`config.mk`:
```
export PLATFORM = sky130hd
export DESIGN_NAME = bounding_box_normalizer_unit
export DESIGN_NICKNAME = d
export VERILOG_FILES = /design/src/rtl/bbn_pkg.sv /design/src/rtl/bbn_front.sv /design/src/rtl/bbn_engine.sv /design/src/rtl/bounding_box_normalizer_unit.sv
export SDC_FILE = /design/constraint.sdc
export NUM_CORES = 2
export LEC_CHECK = 0
export ABC_AREA = 1
export BUFFER_PORTS_ARGS = -buffer_cell sky130_fd_sc_hd__buf_2
export CAP_MARGIN = 20
export CORE_ASPECT_RATIO = 2
export CORE_UTILIZATION = 25
export DETAILED_ROUTE_END_ITERATION = 7
export SLEW_MARGIN = 0
export SYNTH_ARGS = -nofsm -noshare
export SYNTH_HDL_FRONTEND = slang
export SYNTH_SLANG_ARGS = --single-unit
```
`constraint.sdc`:
```
create_clock -name clk -period 23 [get_ports clk]
set_input_delay 0 -clock clk [delete_from_list [all_inputs] [get_ports clk]]
set_output_delay 0 -clock clk [all_outputs]
set_load 0.05 [all_outputs]
```
`src/rtl/bbn_pkg.sv`:
```
`default_nettype none

package bbn_pkg;

	localparam int COORD_WIDTH_DEF = 32;
	localparam int FRAC_BITS_DEF   = 16;
	localparam int QUEUE_DEPTH_DEF = 4;
	localparam int REG_W           = 31;
	localparam int MUL_CHUNK       = 16;

	localparam logic [REG_W-1:0] TARGET_RESET = 31'd131072;
	localparam logic [REG_W-1:0] MIN_RESET    = 31'd1;

	typedef enum logic {
		REG_TARGET_EXTENT = 1'b0,
		REG_MIN_EXTENT    = 1'b1
	} cfg_reg_t;

	typedef enum logic [1:0] {
		CMD_MEAS       = 2'd0,
		CMD_MEAS_END   = 2'd1,
		CMD_XFORM      = 2'd2,
		CMD_XFORM_LAST = 2'd3
	} cmd_kind_t;

	typedef struct packed {
		logic      valid;
		cmd_kind_t kind;
	} cmd_ctrl_t;

endpackage

`default_nettype wire

```
`src/rtl/bbn_front.sv`:
```
`default_nettype none

module bbn_front #(
	parameter int COORD_WIDTH = bbn_pkg::COORD_WIDTH_DEF,
	parameter int QUEUE_DEPTH = bbn_pkg::QUEUE_DEPTH_DEF
) (
	input  wire logic                          clk,
	input  wire logic                          arst_n,
	input  wire logic                          start,
	output logic                               busy,
	input  wire logic                          operation,
	input  wire logic signed [COORD_WIDTH-1:0] x_in,
	input  wire logic signed [COORD_WIDTH-1:0] y_in,
	input  wire logic signed [COORD_WIDTH-1:0] z_in,
	input  wire logic                          end_of_pass,
	input  wire logic                          pop,
	output bbn_pkg::cmd_ctrl_t                 head,
	output logic signed [COORD_WIDTH-1:0]      head_x,
	output logic signed [COORD_WIDTH-1:0]      head_y,
	output logic signed [COORD_WIDTH-1:0]      head_z
);
	import bbn_pkg::*;

	localparam int PTR_W = (QUEUE_DEPTH > 1) ? $clog2(QUEUE_DEPTH) : 1;
	localparam int CNT_W = $clog2(QUEUE_DEPTH + 1);

	cmd_kind_t                        kind_q [QUEUE_DEPTH];
	logic signed [COORD_WIDTH-1:0]    qx_q   [QUEUE_DEPTH];
	logic signed [COORD_WIDTH-1:0]    qy_q   [QUEUE_DEPTH];
	logic signed [COORD_WIDTH-1:0]    qz_q   [QUEUE_DEPTH];
	logic [PTR_W-1:0]                 wr_ptr_q;
	logic [PTR_W-1:0]                 rd_ptr_q;
	logic [CNT_W-1:0]                 count_q;
	logic                             push;
	cmd_kind_t                        kind_in;

	always_comb begin
		unique case ({operation, end_of_pass})
			2'b00:   kind_in = CMD_MEAS;
			2'b01:   kind_in = CMD_MEAS_END;
			2'b10:   kind_in = CMD_XFORM;
			default: kind_in = CMD_XFORM_LAST;
		endcase
	end

	assign busy       = (count_q == CNT_W'(QUEUE_DEPTH));
	assign push       = start && !busy;
	assign head.valid = (count_q != '0);
	assign head.kind  = kind_q[rd_ptr_q];
	assign head_x     = qx_q[rd_ptr_q];
	assign head_y     = qy_q[rd_ptr_q];
	assign head_z     = qz_q[rd_ptr_q];

	always_ff @(posedge clk) begin
		if (push) begin
			kind_q[wr_ptr_q] <= kind_in;
			qx_q[wr_ptr_q]   <= x_in;
			qy_q[wr_ptr_q]   <= y_in;
			qz_q[wr_ptr_q]   <= z_in;
		end
	end

	always_ff @(posedge clk or negedge arst_n) begin
		if (!arst_n) begin
			wr_ptr_q <= '0;
			rd_ptr_q <= '0;
			count_q  <= '0;
		end else begin
			if (push) begin
				wr_ptr_q <= (wr_ptr_q == PTR_W'(QUEUE_DEPTH - 1)) ? '0 : wr_ptr_q + 1'b1;
			end
			if (pop) begin
				rd_ptr_q <= (rd_ptr_q == PTR_W'(QUEUE_DEPTH - 1)) ? '0 : rd_ptr_q + 1'b1;
			end
			if (push && !pop) begin
				count_q <= count_q + 1'b1;
			end else if (pop && !push) begin
				count_q <= count_q - 1'b1;
			end
		end
	end

endmodule

`default_nettype wire

```
`src/rtl/bbn_engine.sv`:
```
`default_nettype none

module bbn_engine #(
	parameter int COORD_WIDTH = bbn_pkg::COORD_WIDTH_DEF,
	parameter int FRAC_BITS   = bbn_pkg::FRAC_BITS_DEF
) (
	input  wire logic                          clk,
	input  wire logic                          arst_n,
	input  wire bbn_pkg::cmd_ctrl_t            head,
	input  wire logic signed [COORD_WIDTH-1:0] head_x,
	input  wire logic signed [COORD_WIDTH-1:0] head_y,
	input  wire logic signed [COORD_WIDTH-1:0] head_z,
	output logic                               pop,
	output logic                               idle,
	input  wire logic [bbn_pkg::REG_W-1:0]     target_extent,
	input  wire logic [bbn_pkg::REG_W-1:0]     min_extent,
	output logic                               result_valid,
	output logic signed [COORD_WIDTH-1:0]      x_out,
	output logic signed [COORD_WIDTH-1:0]      y_out,
	output logic signed [COORD_WIDTH-1:0]      z_out,
	output logic                               passed_through,
	output logic                               final_vertex
);
	import bbn_pkg::*;

	localparam int CW    = COORD_WIDTH;
	localparam int FB    = FRAC_BITS;
	localparam int SW    = REG_W + FB;
	localparam int NCH   = (SW + MUL_CHUNK - 1) / MUL_CHUNK;
	localparam int PW    = NCH * MUL_CHUNK;
	localparam int AW    = CW + PW;
	localparam int RW    = AW - FB;
	localparam int EW    = (CW + 1 > REG_W + 1) ? CW + 1 : REG_W + 1;
	localparam int CNT_W = $clog2(SW + 1);

	localparam logic [RW-1:0] LIM_POS = {{(RW-CW+1){1'b0}}, {(CW-1){1'b1}}};
	localparam logic [RW-1:0] LIM_NEG = {{(RW-CW){1'b0}}, 1'b1, {(CW-1){1'b0}}};
	localparam logic signed [CW-1:0] POS_MAX = {1'b0, {(CW-1){1'b1}}};
	localparam logic signed [CW-1:0] NEG_MAX = {1'b1, {(CW-1){1'b0}}};

	typedef enum logic [8:0] {
		S_IDLE = 9'b000000001,
		S_SPAN = 9'b000000010,
		S_PICK = 9'b000000100,
		S_DIV  = 9'b000001000,
		S_DIFF = 9'b000010000,
		S_ABS  = 9'b000100000,
		S_MUL  = 9'b001000000,
		S_SAT  = 9'b010000000,
		S_EMIT = 9'b100000000
	} state_t;

	typedef enum logic [1:0] {
		AX_X = 2'd0,
		AX_Y = 2'd1,
		AX_Z = 2'd2
	} axis_t;

	state_t                  state_q;
	axis_t                   axis_q;
	logic [CNT_W-1:0]        cnt_q;
	logic signed [CW-1:0]    low_x_q, low_y_q, low_z_q;
	logic signed [CW-1:0]    high_x_q, high_y_q, high_z_q;
	logic signed [CW-1:0]    mid_x_q, mid_y_q, mid_z_q;
	logic [SW-1:0]           scale_q;
	logic                    degenerate_q;
	logic signed [CW:0]      span_x_q, span_y_q, span_z_q;
	logic [CW-1:0]           rem_q;
	logic [SW-1:0]           num_q;
	logic [CW-1:0]           div_q;
	logic signed [CW-1:0]    v_x_q, v_y_q, v_z_q;
	logic                    last_q;
	logic signed [CW:0]      d_q;
	logic                    neg_q;
	logic [CW-1:0]           mag_q;
	logic [PW-1:0]           sh_q;
	logic [CW+MUL_CHUNK-1:0] prod_q;
	logic [AW-1:0]           acc_q;
	logic signed [CW-1:0]    res_x_q, res_y_q, res_z_q;
	logic                    result_valid_q;

	logic                    is_xform;
	logic                    is_last;
	logic                    do_clear;
	logic signed [CW:0]      e_xy, e_max;
	logic signed [EW-1:0]    e_ext, min_ext;
	logic                    is_deg;
	logic [CW:0]             div_sh;
	logic                    div_ge;
	logic [CW-1:0]           div_rem;
	logic signed [CW-1:0]    v_sel, m_sel;
	logic [RW-1:0]           r_full, lim, sat;
	logic [CW-1:0]           res;
	logic [MUL_CHUNK-1:0]    chunk;
	axis_t                   axis_nx;

	always_comb begin
		is_xform = (head.kind == CMD_XFORM) || (head.kind == CMD_XFORM_LAST);
		is_last  = (head.kind == CMD_XFORM_LAST);
		pop      = (state_q == S_IDLE) && head.valid;
		idle     = (state_q == S_IDLE);
		do_clear = (pop && is_xform && is_last && degenerate_q) ||
			((state_q == S_EMIT) && last_q);

		e_xy    = (span_y_q > span_x_q) ? span_y_q : span_x_q;
		e_max   = (span_z_q > e_xy) ? span_z_q : e_xy;
		e_ext   = EW'(e_max);
		min_ext = $signed({{(EW-REG_W){1'b0}}, min_extent});
		is_deg  = (e_max <= 0) || (e_ext < min_ext);

		div_sh  = {rem_q, num_q[SW-1]};
		div_ge  = (div_sh >= {1'b0, div_q});
		div_rem = div_ge ? CW'(div_sh - {1'b0, div_q}) : div_sh[CW-1:0];

		unique case (axis_q)
			AX_X: begin
				v_sel   = v_x_q;
				m_sel   = mid_x_q;
				axis_nx = AX_Y;
			end
			AX_Y: begin
				v_sel   = v_y_q;
				m_sel   = mid_y_q;
				axis_nx = AX_Z;
			end
			default: begin
				v_sel   = v_z_q;
				m_sel   = mid_z_q;
				axis_nx = AX_Z;
			end
		endcase

		r_full = acc_q[AW-1:FB];
		lim    = neg_q ? LIM_NEG : LIM_POS;
		sat    = (r_full > lim) ? lim : r_full;
		res    = neg_q ? -sat[CW-1:0] : sat[CW-1:0];
		chunk  = sh_q[PW-1 -: MUL_CHUNK];
	end

	always_ff @(posedge clk or negedge arst_n) begin
		if (!arst_n) begin
			state_q        <= S_IDLE;
			axis_q         <= AX_X;
			cnt_q          <= '0;
			result_valid_q <= 1'b0;
			low_x_q        <= POS_MAX;
			low_y_q        <= POS_MAX;
			low_z_q        <= POS_MAX;
			high_x_q       <= NEG_MAX;
			high_y_q       <= NEG_MAX;
			high_z_q       <= NEG_MAX;
			mid_x_q        <= '0;
			mid_y_q        <= '0;
			mid_z_q        <= '0;
			scale_q        <= '0;
			degenerate_q   <= 1'b1;
		end else begin
			result_valid_q <= 1'b0;
			unique case (state_q)
				S_IDLE: begin
					if (head.valid) begin
						if (!is_xform) begin
							if (head_x < low_x_q)  low_x_q  <= head_x;
							if (head_y < low_y_q)  low_y_q  <= head_y;
							if (head_z < low_z_q)  low_z_q  <= head_z;
							if (head_x > high_x_q) high_x_q <= head_x;
							if (head_y > high_y_q) high_y_q <= head_y;
							if (head_z > high_z_q) high_z_q <= head_z;
							if (head.kind == CMD_MEAS_END) begin
								state_q <= S_SPAN;
							end
						end else if (degenerate_q) begin
							result_valid_q <= 1'b1;
						end else begin
							axis_q  <= AX_X;
							state_q <= S_DIFF;
						end
					end
				end
				S_SPAN: begin
					mid_x_q <= CW'(({low_x_q[CW-1], low_x_q} + {high_x_q[CW-1], high_x_q}) >>> 1);
					mid_y_q <= CW'(({low_y_q[CW-1], low_y_q} + {high_y_q[CW-1], high_y_q}) >>> 1);
					mid_z_q <= CW'(({low_z_q[CW-1], low_z_q} + {high_z_q[CW-1], high_z_q}) >>> 1);
					state_q <= S_PICK;
				end
				S_PICK: begin
					cnt_q <= '0;
					if (is_deg) begin
						degenerate_q <= 1'b1;
						scale_q      <= '0;
						state_q      <= S_IDLE;
					end else begin
						degenerate_q <= 1'b0;
						state_q      <= S_DIV;
					end
				end
				S_DIV: begin
					cnt_q <= cnt_q + 1'b1;
					if (cnt_q == CNT_W'(SW - 1)) begin
						scale_q <= {num_q[SW-2:0], div_ge};
						state_q <= S_IDLE;
					end
				end
				S_DIFF: begin
					state_q <= S_ABS;
				end
				S_ABS: begin
					cnt_q   <= '0;
					state_q <= S_MUL;
				end
				S_MUL: begin
					cnt_q <= cnt_q + 1'b1;
					if (cnt_q == CNT_W'(NCH)) begin
						state_q <= S_SAT;
					end
				end
				S_SAT: begin
					if (axis_q == AX_Z) begin
						state_q <= S_EMIT;
					end else begin
						axis_q  <= axis_nx;
						state_q <= S_DIFF;
					end
				end
				S_EMIT: begin
					result_valid_q <= 1'b1;
					state_q        <= S_IDLE;
				end
				default: state_q <= S_IDLE;
			endcase
			if (do_clear) begin
				low_x_q      <= POS_MAX;
				low_y_q      <= POS_MAX;
				low_z_q      <= POS_MAX;
				high_x_q     <= NEG_MAX;
				high_y_q     <= NEG_MAX;
				high_z_q     <= NEG_MAX;
				mid_x_q      <= '0;
				mid_y_q      <= '0;
				mid_z_q      <= '0;
				scale_q      <= '0;
				degenerate_q <= 1'b1;
			end
		end
	end

	always_ff @(posedge clk) begin
		unique case (state_q)
			S_IDLE: begin
				if (head.valid && is_xform) begin
					v_x_q  <= head_x;
					v_y_q  <= head_y;
					v_z_q  <= head_z;
					last_q <= is_last;
					if (degenerate_q) begin
						x_out          <= head_x;
						y_out          <= head_y;
						z_out          <= head_z;
						passed_through <= 1'b1;
						final_vertex   <= is_last;
					end
				end
			end
			S_SPAN: begin
				span_x_q <= {high_x_q[CW-1], high_x_q} - {low_x_q[CW-1], low_x_q};
				span_y_q <= {high_y_q[CW-1], high_y_q} - {low_y_q[CW-1], low_y_q};
				span_z_q <= {high_z_q[CW-1], high_z_q} - {low_z_q[CW-1], low_z_q};
			end
			S_PICK: begin
				rem_q <= '0;
				num_q <= {target_extent, {FB{1'b0}}};
				div_q <= e_max[CW-1:0];
			end
			S_DIV: begin
				rem_q <= div_rem;
				num_q <= {num_q[SW-2:0], div_ge};
			end
			S_DIFF: begin
				d_q <= {v_sel[CW-1], v_sel} - {m_sel[CW-1], m_sel};
			end
			S_ABS: begin
				neg_q <= d_q[CW];
				mag_q <= d_q[CW] ? CW'(-d_q) : d_q[CW-1:0];
				sh_q  <= PW'(scale_q);
				acc_q <= '0;
			end
			S_MUL: begin
				if (cnt_q < CNT_W'(NCH)) begin
					prod_q <= mag_q * chunk;
					sh_q   <= sh_q << MUL_CHUNK;
				end
				if (cnt_q != '0) begin
					acc_q <= (acc_q << MUL_CHUNK) + AW'(prod_q);
				end
			end
			S_SAT: begin
				unique case (axis_q)
					AX_X:    res_x_q <= res;
					AX_Y:    res_y_q <= res;
					default: res_z_q <= res;
				endcase
			end
			S_EMIT: begin
				x_out          <= res_x_q;
				y_out          <= res_y_q;
				z_out          <= res_z_q;
				passed_through <= 1'b0;
				final_vertex   <= last_q;
			end
			default: ;
		endcase
	end

	assign result_valid = result_valid_q;

	a_deg_scale_zero: assert property (@(posedge clk) disable iff (!arst_n)
		degenerate_q |-> (scale_q == '0))
		else $error("scale nonzero while degenerate");

	a_result_source: assert property (@(posedge clk) disable iff (!arst_n)
		result_valid |-> $past(state_q == S_EMIT || (state_q == S_IDLE && head.valid)))
		else $error("result strobe without a transfer source");

	a_scaled_from_emit: assert property (@(posedge clk) disable iff (!arst_n)
		(result_valid && !passed_through) |-> $past(state_q == S_EMIT))
		else $error("scaled result not from emit");

	a_div_done: assert property (@(posedge clk) disable iff (!arst_n)
		(state_q == S_DIV && cnt_q == CNT_W'(SW - 1)) |=> (state_q == S_IDLE))
		else $error("divider overran its step count");

endmodule

`default_nettype wire

```
`src/rtl/bounding_box_normalizer_unit.sv`:
```
`default_nettype none

// Bounding-box normalizer for a vertex stream in signed fixed point.
// Input: an item transfers when start is high and busy is low. operation 0
// is a measure vertex, 1 a transform vertex; end_of_pass marks the last one.
// Items enter a short queue; busy is high only while that queue is full.
// Output: one result per transform vertex, shown for a single cycle with
// result_valid high. The receiver cannot stall; nothing here waits on it.
// Config: cfg_index 0 target_extent, 1 min_extent; cfg_ready is high only
// while the queue is empty and the engine is idle.
// Steps per item, after it enters the queue:
//   measure vertex: the box bounds update as it leaves the queue.
//   measure end: midpoints and spans are registered, then the box is checked;
//     if not degenerate, the one-bit-per-cycle restoring divider then runs.
//   transform, degenerate model: passed through as it leaves the queue.
//   transform, scaled: per axis difference, magnitude, multiply, saturate, on
//     the single shared 16-bit-slice multiplier, then an emit step.
// Reset: empty box (degenerate, scale 0), registers at 2.0 and 1 LSB,
// queue empty; no clearing pass.

module bounding_box_normalizer_unit #(
	parameter int COORD_WIDTH = bbn_pkg::COORD_WIDTH_DEF,
	parameter int FRAC_BITS   = bbn_pkg::FRAC_BITS_DEF,
	parameter int QUEUE_DEPTH = bbn_pkg::QUEUE_DEPTH_DEF
) (
	input  wire logic                          clk,
	input  wire logic                          arst_n,
	input  wire logic                          start,
	output logic                               busy,
	input  wire logic                          operation,
	input  wire logic signed [COORD_WIDTH-1:0] x_in,
	input  wire logic signed [COORD_WIDTH-1:0] y_in,
	input  wire logic signed [COORD_WIDTH-1:0] z_in,
	input  wire logic                          end_of_pass,
	output logic                               result_valid,
	output logic signed [COORD_WIDTH-1:0]      x_out,
	output logic signed [COORD_WIDTH-1:0]      y_out,
	output logic signed [COORD_WIDTH-1:0]      z_out,
	output logic                               passed_through,
	output logic                               final_vertex,
	input  wire logic                          cfg_valid,
	output logic                               cfg_ready,
	input  wire logic                          cfg_index,
	input  wire logic [bbn_pkg::REG_W-1:0]     cfg_data
);
	import bbn_pkg::*;

	cmd_ctrl_t                     head;
	logic signed [COORD_WIDTH-1:0] head_x, head_y, head_z;
	logic                          pop;
	logic                          idle;
	logic [REG_W-1:0]              target_extent_q;
	logic [REG_W-1:0]              min_extent_q;

	assign cfg_ready = idle && !head.valid;

	always_ff @(posedge clk or negedge arst_n) begin
		if (!arst_n) begin
			target_extent_q <= TARGET_RESET;
			min_extent_q    <= MIN_RESET;
		end else if (cfg_valid && cfg_ready) begin
			unique case (cfg_reg_t'(cfg_index))
				REG_TARGET_EXTENT: target_extent_q <= cfg_data;
				REG_MIN_EXTENT:    min_extent_q    <= cfg_data;
			endcase
		end
	end

	bbn_front #(
		.COORD_WIDTH(COORD_WIDTH),
		.QUEUE_DEPTH(QUEUE_DEPTH)
	) u_front (
		.clk        (clk),
		.arst_n     (arst_n),
		.start      (start),
		.busy       (busy),
		.operation  (operation),
		.x_in       (x_in),
		.y_in       (y_in),
		.z_in       (z_in),
		.end_of_pass(end_of_pass),
		.pop        (pop),
		.head       (head),
		.head_x     (head_x),
		.head_y     (head_y),
		.head_z     (head_z)
	);

	bbn_engine #(
		.COORD_WIDTH(COORD_WIDTH),
		.FRAC_BITS  (FRAC_BITS)
	) u_engine (
		.clk           (clk),
		.arst_n        (arst_n),
		.head          (head),
		.head_x        (head_x),
		.head_y        (head_y),
		.head_z        (head_z),
		.pop           (pop),
		.idle          (idle),
		.target_extent (target_extent_q),
		.min_extent    (min_extent_q),
		.result_valid  (result_valid),
		.x_out         (x_out),
		.y_out         (y_out),
		.z_out         (z_out),
		.passed_through(passed_through),
		.final_vertex  (final_vertex)
	);

endmodule

`default_nettype wire
```
Word-level counts from Yosys, hierarchy flattened
Memories as Yosys holds them, arrays and structs flattened.
Index checks and enable logic that the tools add are counted.
{ "classes": {"mul": 1, "add_sub_neg": 16, "muxes": 100, "order_cmp": 13, "n_bitwise": 2, "reduce_logical": 61, "n_eq_ne": 36} }
{ "op_table": {"columns": ["operator", "n"], "rows": [
  ["$mux W32", 47],
  ["$pmux W32 S2", 6],
  ["$pmux W47 S2", 2],
  ["$pmux W80 S2", 1],
  ["$mux W47", 3],
  ["$sub A32 B32 Y33", 4],
  ["$add A32 B32 Y33", 3],
  ["$gt A32 B32 Y1", 3],
  ["$lt A32 B32 Y1", 3],
  ["$pmux W48 S2", 1],
  ["$add A80 B48 Y80", 1],
  ["$mux W80", 1],
  ["$pmux W9 S8", 1],
  ["$gt A33 B33 Y1", 2],
  ["$mux W33", 2],
  ["$gt A64 B32 Y1", 1],
  ["$neg A32 Y32", 2],
  ["$mux W9", 7],
  ["$mul A32 B16 Y48", 1],
  ["$mux W48", 1],
  ["$ge A33 B32 Y1", 1],
  ["$le A33 B1 Y1 const B", 1],
  ["$lt A33 B32 Y1", 1],
  ["$reduce_bool A2 Y1", 16],
  ["44 further kinds", 118]
]} }
{ "word_totals": {"elab_cells": 277, "input_bits": 134, "mem_count": 4, "ff_bits": 1166, "output_inout_bits": 101, "ram_bits": 392} }
{ "memory_table": {"columns": ["name", "depth", "width", "rd", "rd_clocked_by_memory_dff", "write_ports", "line_no", "text"], "rows": [
  ["u_front.qx_q", 4, 32, 1, 0, 1, "bbn_front.sv:28", "logic signed [COORD_WIDTH-1:0] qx_q [QUEUE_DEPTH];"],
  ["u_front.qy_q", 4, 32, 1, 0, 1, "bbn_front.sv:29", "logic signed [COORD_WIDTH-1:0] qy_q [QUEUE_DEPTH];"],
  ["u_front.qz_q", 4, 32, 1, 0, 1, "bbn_front.sv:30", "logic signed [COORD_WIDTH-1:0] qz_q [QUEUE_DEPTH];"],
  ["u_front.kind_q", 4, 2, 1, 0, 1, "bbn_front.sv:27", "cmd_kind_t kind_q [QUEUE_DEPTH];"]
]} }

Logic depth before layout (Yosys ltp)
{ "logic_depth": {"ltp_word": 9, "depth_mapped": 48, "depth_no_buf": 44} }

Hierarchy
From an unflattened synthesis, not the netlist that was laid out.
{ "hier_totals": {"hier_cells": 11082, "hier_area_um2": 100983.1} }
{ "by_module_without_submodules": {"columns": ["module", "instances", "area_per_inst_um2", "seq_area_each_um2", "cells_each"], "rows": [
  ["bbn_engine", 1, 82317.7, 31292.5, 9599],
  ["bbn_front", 1, 16104.2, 11946.5, 1203],
  ["bounding_box_normalizer_unit", 1, 2561.2, 1554.0, 280]
]} }

Worst setup path before layout
Ideal clock, no wire load.
{ "synth_path": {"path_kind": "reg2reg", "from": "reg u_engine.state_q[7]", "to": "reg u_engine.final_vertex (enable)", "period_less_slack_ns": 8.482, "setup_slack_ns": 14.518, "stages_incl_launch_ff": 12, "path_buffers": 0, "required_ns": 22.540, "arrival_ns": 8.022, "cell_sequence": "dfrtp_1 > nor2_1 > inv_1 > nor2_1 > inv_1 > nor3_2 > nand2_1 > nor2_1 > inv_1 > nor2_1 > nand2_1 > nand2_1"} }
{ "synth_between": {"elab_chain_cells": 3} }
{ "synth_lines": {"columns": ["item", "line_no", "text"], "rows": [
  ["start, declared", "bbn_engine.sv:59", "state_t state_q;"],
  ["start signal, assigned", "bbn_engine.sv:142", "state_q <= S_IDLE;"],
  ["start signal, assigned", "bbn_engine.sv:170", "state_q <= S_SPAN;"],
  ["start signal, assigned", "bbn_engine.sv:176", "state_q <= S_DIFF;"],
  ["$eq A9 B1 Y1 or $eq A9 B9 Y1 (tied branches)", "bbn_engine.sv:248", "unique case (state_q)"],
  ["$ne A2 B1 Y1 (no line) or $reduce_bool A2 Y1 (tied branches)", null, null],
  ["$reduce_and A3 Y1 (no line) *", null, null],
  ["end signal, assigned", "bbn_engine.sv:260", "final_vertex <= is_last;"],
  ["end signal, assigned", "bbn_engine.sv:308", "final_vertex <= last_q;"],
  ["end, declared", "bbn_engine.sv:22", "output logic final_vertex"]
]} }
Mark *: on every way between the ends. The rest lies on a longest branch, timed or not.
A chain may end at the register's enable or synchronous reset.

Worst setup path in the final report
{ "layout_path": {"from": "reg u_engine.span_y_q[16]", "to": "reg u_engine.scale_q[32]"} }
{ "layout_between": {"elab_chain_cells": 8} }
{ "layout_lines": {"columns": ["item", "line_no", "text"], "rows": [
  ["start, declared", "bbn_engine.sv:67", "logic signed [CW:0] span_x_q, span_y_q, span_z_q;"],
  ["start signal, assigned", "bbn_engine.sv:266", "span_y_q <= {high_y_q[CW-1], high_y_q} - {low_y_q[CW-1], low_y_q};"],
  ["$gt A33 B33 Y1", "bbn_engine.sv:105", "e_xy = (span_y_q > span_x_q) ? span_y_q : span_x_q;"],
  ["$mux W33 *", "bbn_engine.sv:105", null],
  ["$gt A33 B33 Y1", "bbn_engine.sv:106", "e_max = (span_z_q > e_xy) ? span_z_q : e_xy;"],
  ["$mux W33 *", "bbn_engine.sv:106", null],
  ["named net u_engine.e_ext[6]", "bbn_engine.sv:86", "logic signed [EW-1:0] e_ext, min_ext;"],
  ["$le A33 B1 Y1 or $lt A33 B32 Y1 (tied branches)", "bbn_engine.sv:109", "is_deg = (e_max <= 0) || (e_ext < min_ext);"],
  ["$logic_or A1 B1 Y1 *", "bbn_engine.sv:109", null],
  ["$ne A3 B1 Y1 (no line) *", null, null],
  ["$reduce_and A3 Y1 (no line) *", null, null],
  ["end signal, assigned", "bbn_engine.sv:200", "scale_q <= {num_q[SW-2:0], div_ge};"],
  ["end, declared", "bbn_engine.sv:65", "logic [SW-1:0] scale_q;"]
]} }
Mark *: on every way through the listed nets, which the timed path passes. The rest lies on a longest branch.

==> flow_summary.ini <==
[drt]
drt_first_pass_iters = 6
via_per_inst = 4.73
first_iter_violations = 4980
wl_per_cell_um = 24.1
detail-route-antenna-nets = 0
drc = 0
routed-via-count = 78700
totalWireLength_um = 402000

[worst_setup_path]
slowest_delay_ns = 0.46
cell_mode_on_critical_path = nand2_1
crit_fanout = 52
critical_path.slowest_cell = buf_4
worst-endpoint-arrival_ns = 9.03
setup.worst_path.start_class = flop
critPathCaptureType = flop
worstPathRequired_ns = 23.74
timing_worst_setup_path_type = reg -> reg

[yosys]
synth.largest_area_cell = edfxtp_1
synth_nets = 12200
synth.ff_latch_count = 1558
yosysSeqAreaShare = 0.451
ys_async_rst_share = 0.272
synthesis.instances = 10900
ys_warn_count = 0
dominantRegCellSynth = edfxtp_1
synth_top_cells_by_area = edfxtp_1, nand2_1, ha_1
synth_enable_flop_cells = 1135
syn-mean-instance-area_um2 = 9.15
synth_top_area_share = 0.343
syn-cell-area_mm2 = 0.0994
synth_cell_types = 61

[floorplan]
die_area_mm2 = 0.400
chipHeight_um = 894
floorplan.initialDensity = 0.251
pin_count = 235
num_rows = 327
die_width_um = 448
fp.coreArea_mm2 = 0.396

[global_route]
grt_antenna_before_repair = 60
grtUsageTotal = 0.199
first_pass_grt_wire_length_um = 566000
grt.overflow.total = 0
grt_start_max_net_pins = 128
vias_in_the_first_global_route = 80600

[sta]
max-slew-margin-rel = 0.101
setup_tns_ns = 0
clock-skew-final_ns = 0.0984
finalHoldViolations = 0
setup_violations = 0
setup_repair_after_global_routing_missed_its_margin = no
count_of_final_max_slew_check_failures = 0
min_period_over_period = 0.360
max_freq_ghz = 0.121
post-route-min-period_ns = 8.29
actual_slew_at_the_worst_max_slew_pin_ns = 1.34

[final_layout]
seqCellArea_mm2 = 0.0448
design.final.nets = 12500
fillerInstances = 42100
layout-drive-gt1-share = 0.0749
area.growth.synth_to_final_pct = 15.3
multiInputGateArea_mm2 = 0.0468

[placement]
portBuffers = 234
finalWeightedCongestion = 1.05
dp_hpwl_um = 316000

[cts]
cts-buffers-inserted = 149
clkTransAtPathRegs_ns = 0.07
ctsResizeCount = 0
clkLatencyLatePin_ns = 0.91
root_buffer = clkbuf_16
clock-sinks = 1558
cts-root-to-sink-buffers = 4
cts_tree = built
cts-htree-levels = 4

[status]
status = completed

[job]
cap_violations = 0

[worst_hold_path]
min-delay-path-class = in -> reg
[per-stage QoR]
stage	setup slack, ns	hold WS [ns]	util	cells	instance area [um2]
6_report	14.71	0.0169	0.289	16600	115000
5_1_grt	14.11	0.0353	0.289	16600	115000
4_1_cts	14.62	0.00600	0.289	16600	114000
3_5_place_dp	14.66	0.167	0.270	16100	107000
3_3_place_gp	14.70	0.174	0.270	16100	107000
2_1_floorplan	14.52	-0.296	-	10900	99400
[cell families (layout without fill, tap and decap cells)]
kind of cell	Yosys count	count (layout)	synth area share
AOI/OAI and AO/OA	1868	1868	0.108
DFF	1558	1558	0.451
and+or+nand+nor	3890	3890	0.158
muxes	4	4	0.000453
buffers and inverters	2133	2582	0.0814
xor gates and xnor gates	252	252	0.0222
adders and majority gates	1164	1164	0.179
other	0	49	0
[placed cells by master (no fill, tap or decap), types with 37 or more instances in the layout]
master / Yosys / routed
ha_1: 736 / 736
clkbuf_16: 0 / 154
nand4_1: 111 / 111
nor2_1: 622 / 608
o22ai_1: 143 / 143
edfxtp_1: 1135 / 1135
fa_1: 428 / 428
o21a_1: 54 / 54
dfrtp_1: 323 / 322
nand2_1: 2640 / 2637
dfstp_2: 100 / 100
nor3_1: 75 / 74
dlygate4sd3_1: 0 / 226
nand3_1: 312 / 311
nor4_1: 37 / 37
o21ai_0: 538 / 535
buf_2: 27 / 233
a32oi_1: 97 / 93
a21oi_1: 754 / 754
o221ai_1: 40 / 40
a31oi_1: 57 / 57
or2_2: 43 / 43
buf_4: 4 / 164
xor2_1: 189 / 184
xnor2_1: 63 / 62
diode_2: 0 / 49
inv_1: 1677 / 1669
[layout make-up]
cell class              count  area share
well taps                5264      0.0574
multi-input cells        7178       0.408
flip-flops and latches   1558       0.391
diodes                     49     0.00107
clock inverters            82     0.00908
repair buffers            640      0.0437
inverters                1681      0.0553
clock buffers             179      0.0350
[state kept, by name (all words and copies together) (netlist names), 33 cells and up]
name	count
u_engine.span_y_q	33
u_engine.prod_q	48
u_front.qy_q	128
u_front.qz_q	128
u_engine.num_q	47
u_engine.span_z_q	33
u_engine.span_x_q	33
u_engine.d_q	33
u_engine.scale_q	47
u_engine.sh_q	48
u_front.qx_q	128
u_engine.acc_q	80
[routing by layer]
metal	track usage	routed length, um	vias to the layer above	share of wire
li1	-	-	36600	-
met1	0.175	123000	38500	0.31
met2	0.355	206000	2395	0.51
met3	0.0347	17500	1120	0.044
met4	0.230	54600	32	0.14
met5	0	217	-	0.00054
[cell usage after synthesis (10+ instances only)]
cell / instances
a21boi_0: 21
dfrtp_1: 323
nand2_1: 2640
inv_1: 1677
a32o_1: 11
a31oi_1: 57
or2_2: 43
o221ai_1: 40
clkbuf_1: 386
o211ai_1: 31
a21o_1: 11
o22ai_1: 143
fa_1: 428
nor2_1: 622
buf_2: 27
a21boi_1: 10
o31ai_1: 13
a32oi_1: 97
edfxtp_1: 1135
o21a_1: 54
buf_1: 30
o21ai_0: 538
nand4_1: 111
ha_1: 736
and2_1: 25
o21bai_1: 14
xor2_1: 189
xnor2_1: 63
a21oi_1: 754
nor3_1: 75
nand3b_1: 10
nor4_1: 37
nand3_1: 312
a211oi_1: 31
dfstp_2: 100
[final timing paths]
check	from	endpoint	slack, ns	cells past startpoint
worst min register to register	u_engine.scale_q[42]	u_engine.scale_q[42]	0.47	2
worst max register to register	u_engine.span_y_q[16]	u_engine.scale_q[32]	14.71	43
worst max-delay path	u_engine.span_y_q[16]	u_engine.scale_q[32]	14.71	43
worst min-delay path	x_in[21]	u_front.qx_q[0][21]	0.02	2
max in group asynchronous	arst_n	u_engine.high_y_q[8]	20.79	5
min in group asynchronous	arst_n	u_engine.low_x_q[28]	0.50	3
[worst max-delay path: cells and delay by family, from the launching register on]
| family | cells | cell delay (ns) |
|---|---|---|
| simple gates | 29 | 4.17 |
| flops | 1 | 0.41 |
| compound gates | 5 | 0.88 |
| fa+ha+maj | 3 | 0.89 |
| buf+inv | 6 | 1.72 |
[timing repair]
action                                  CTS  global route
buffers inserted                          0             0
endpoints found under the setup margin    0             0
hold buffers                            227             0
endpoints found under the hold margin   560             0
Power is left out: the tool's default activity adds up to more than one toggle a clock period on the data nets, which glitch-free logic cannot reach.
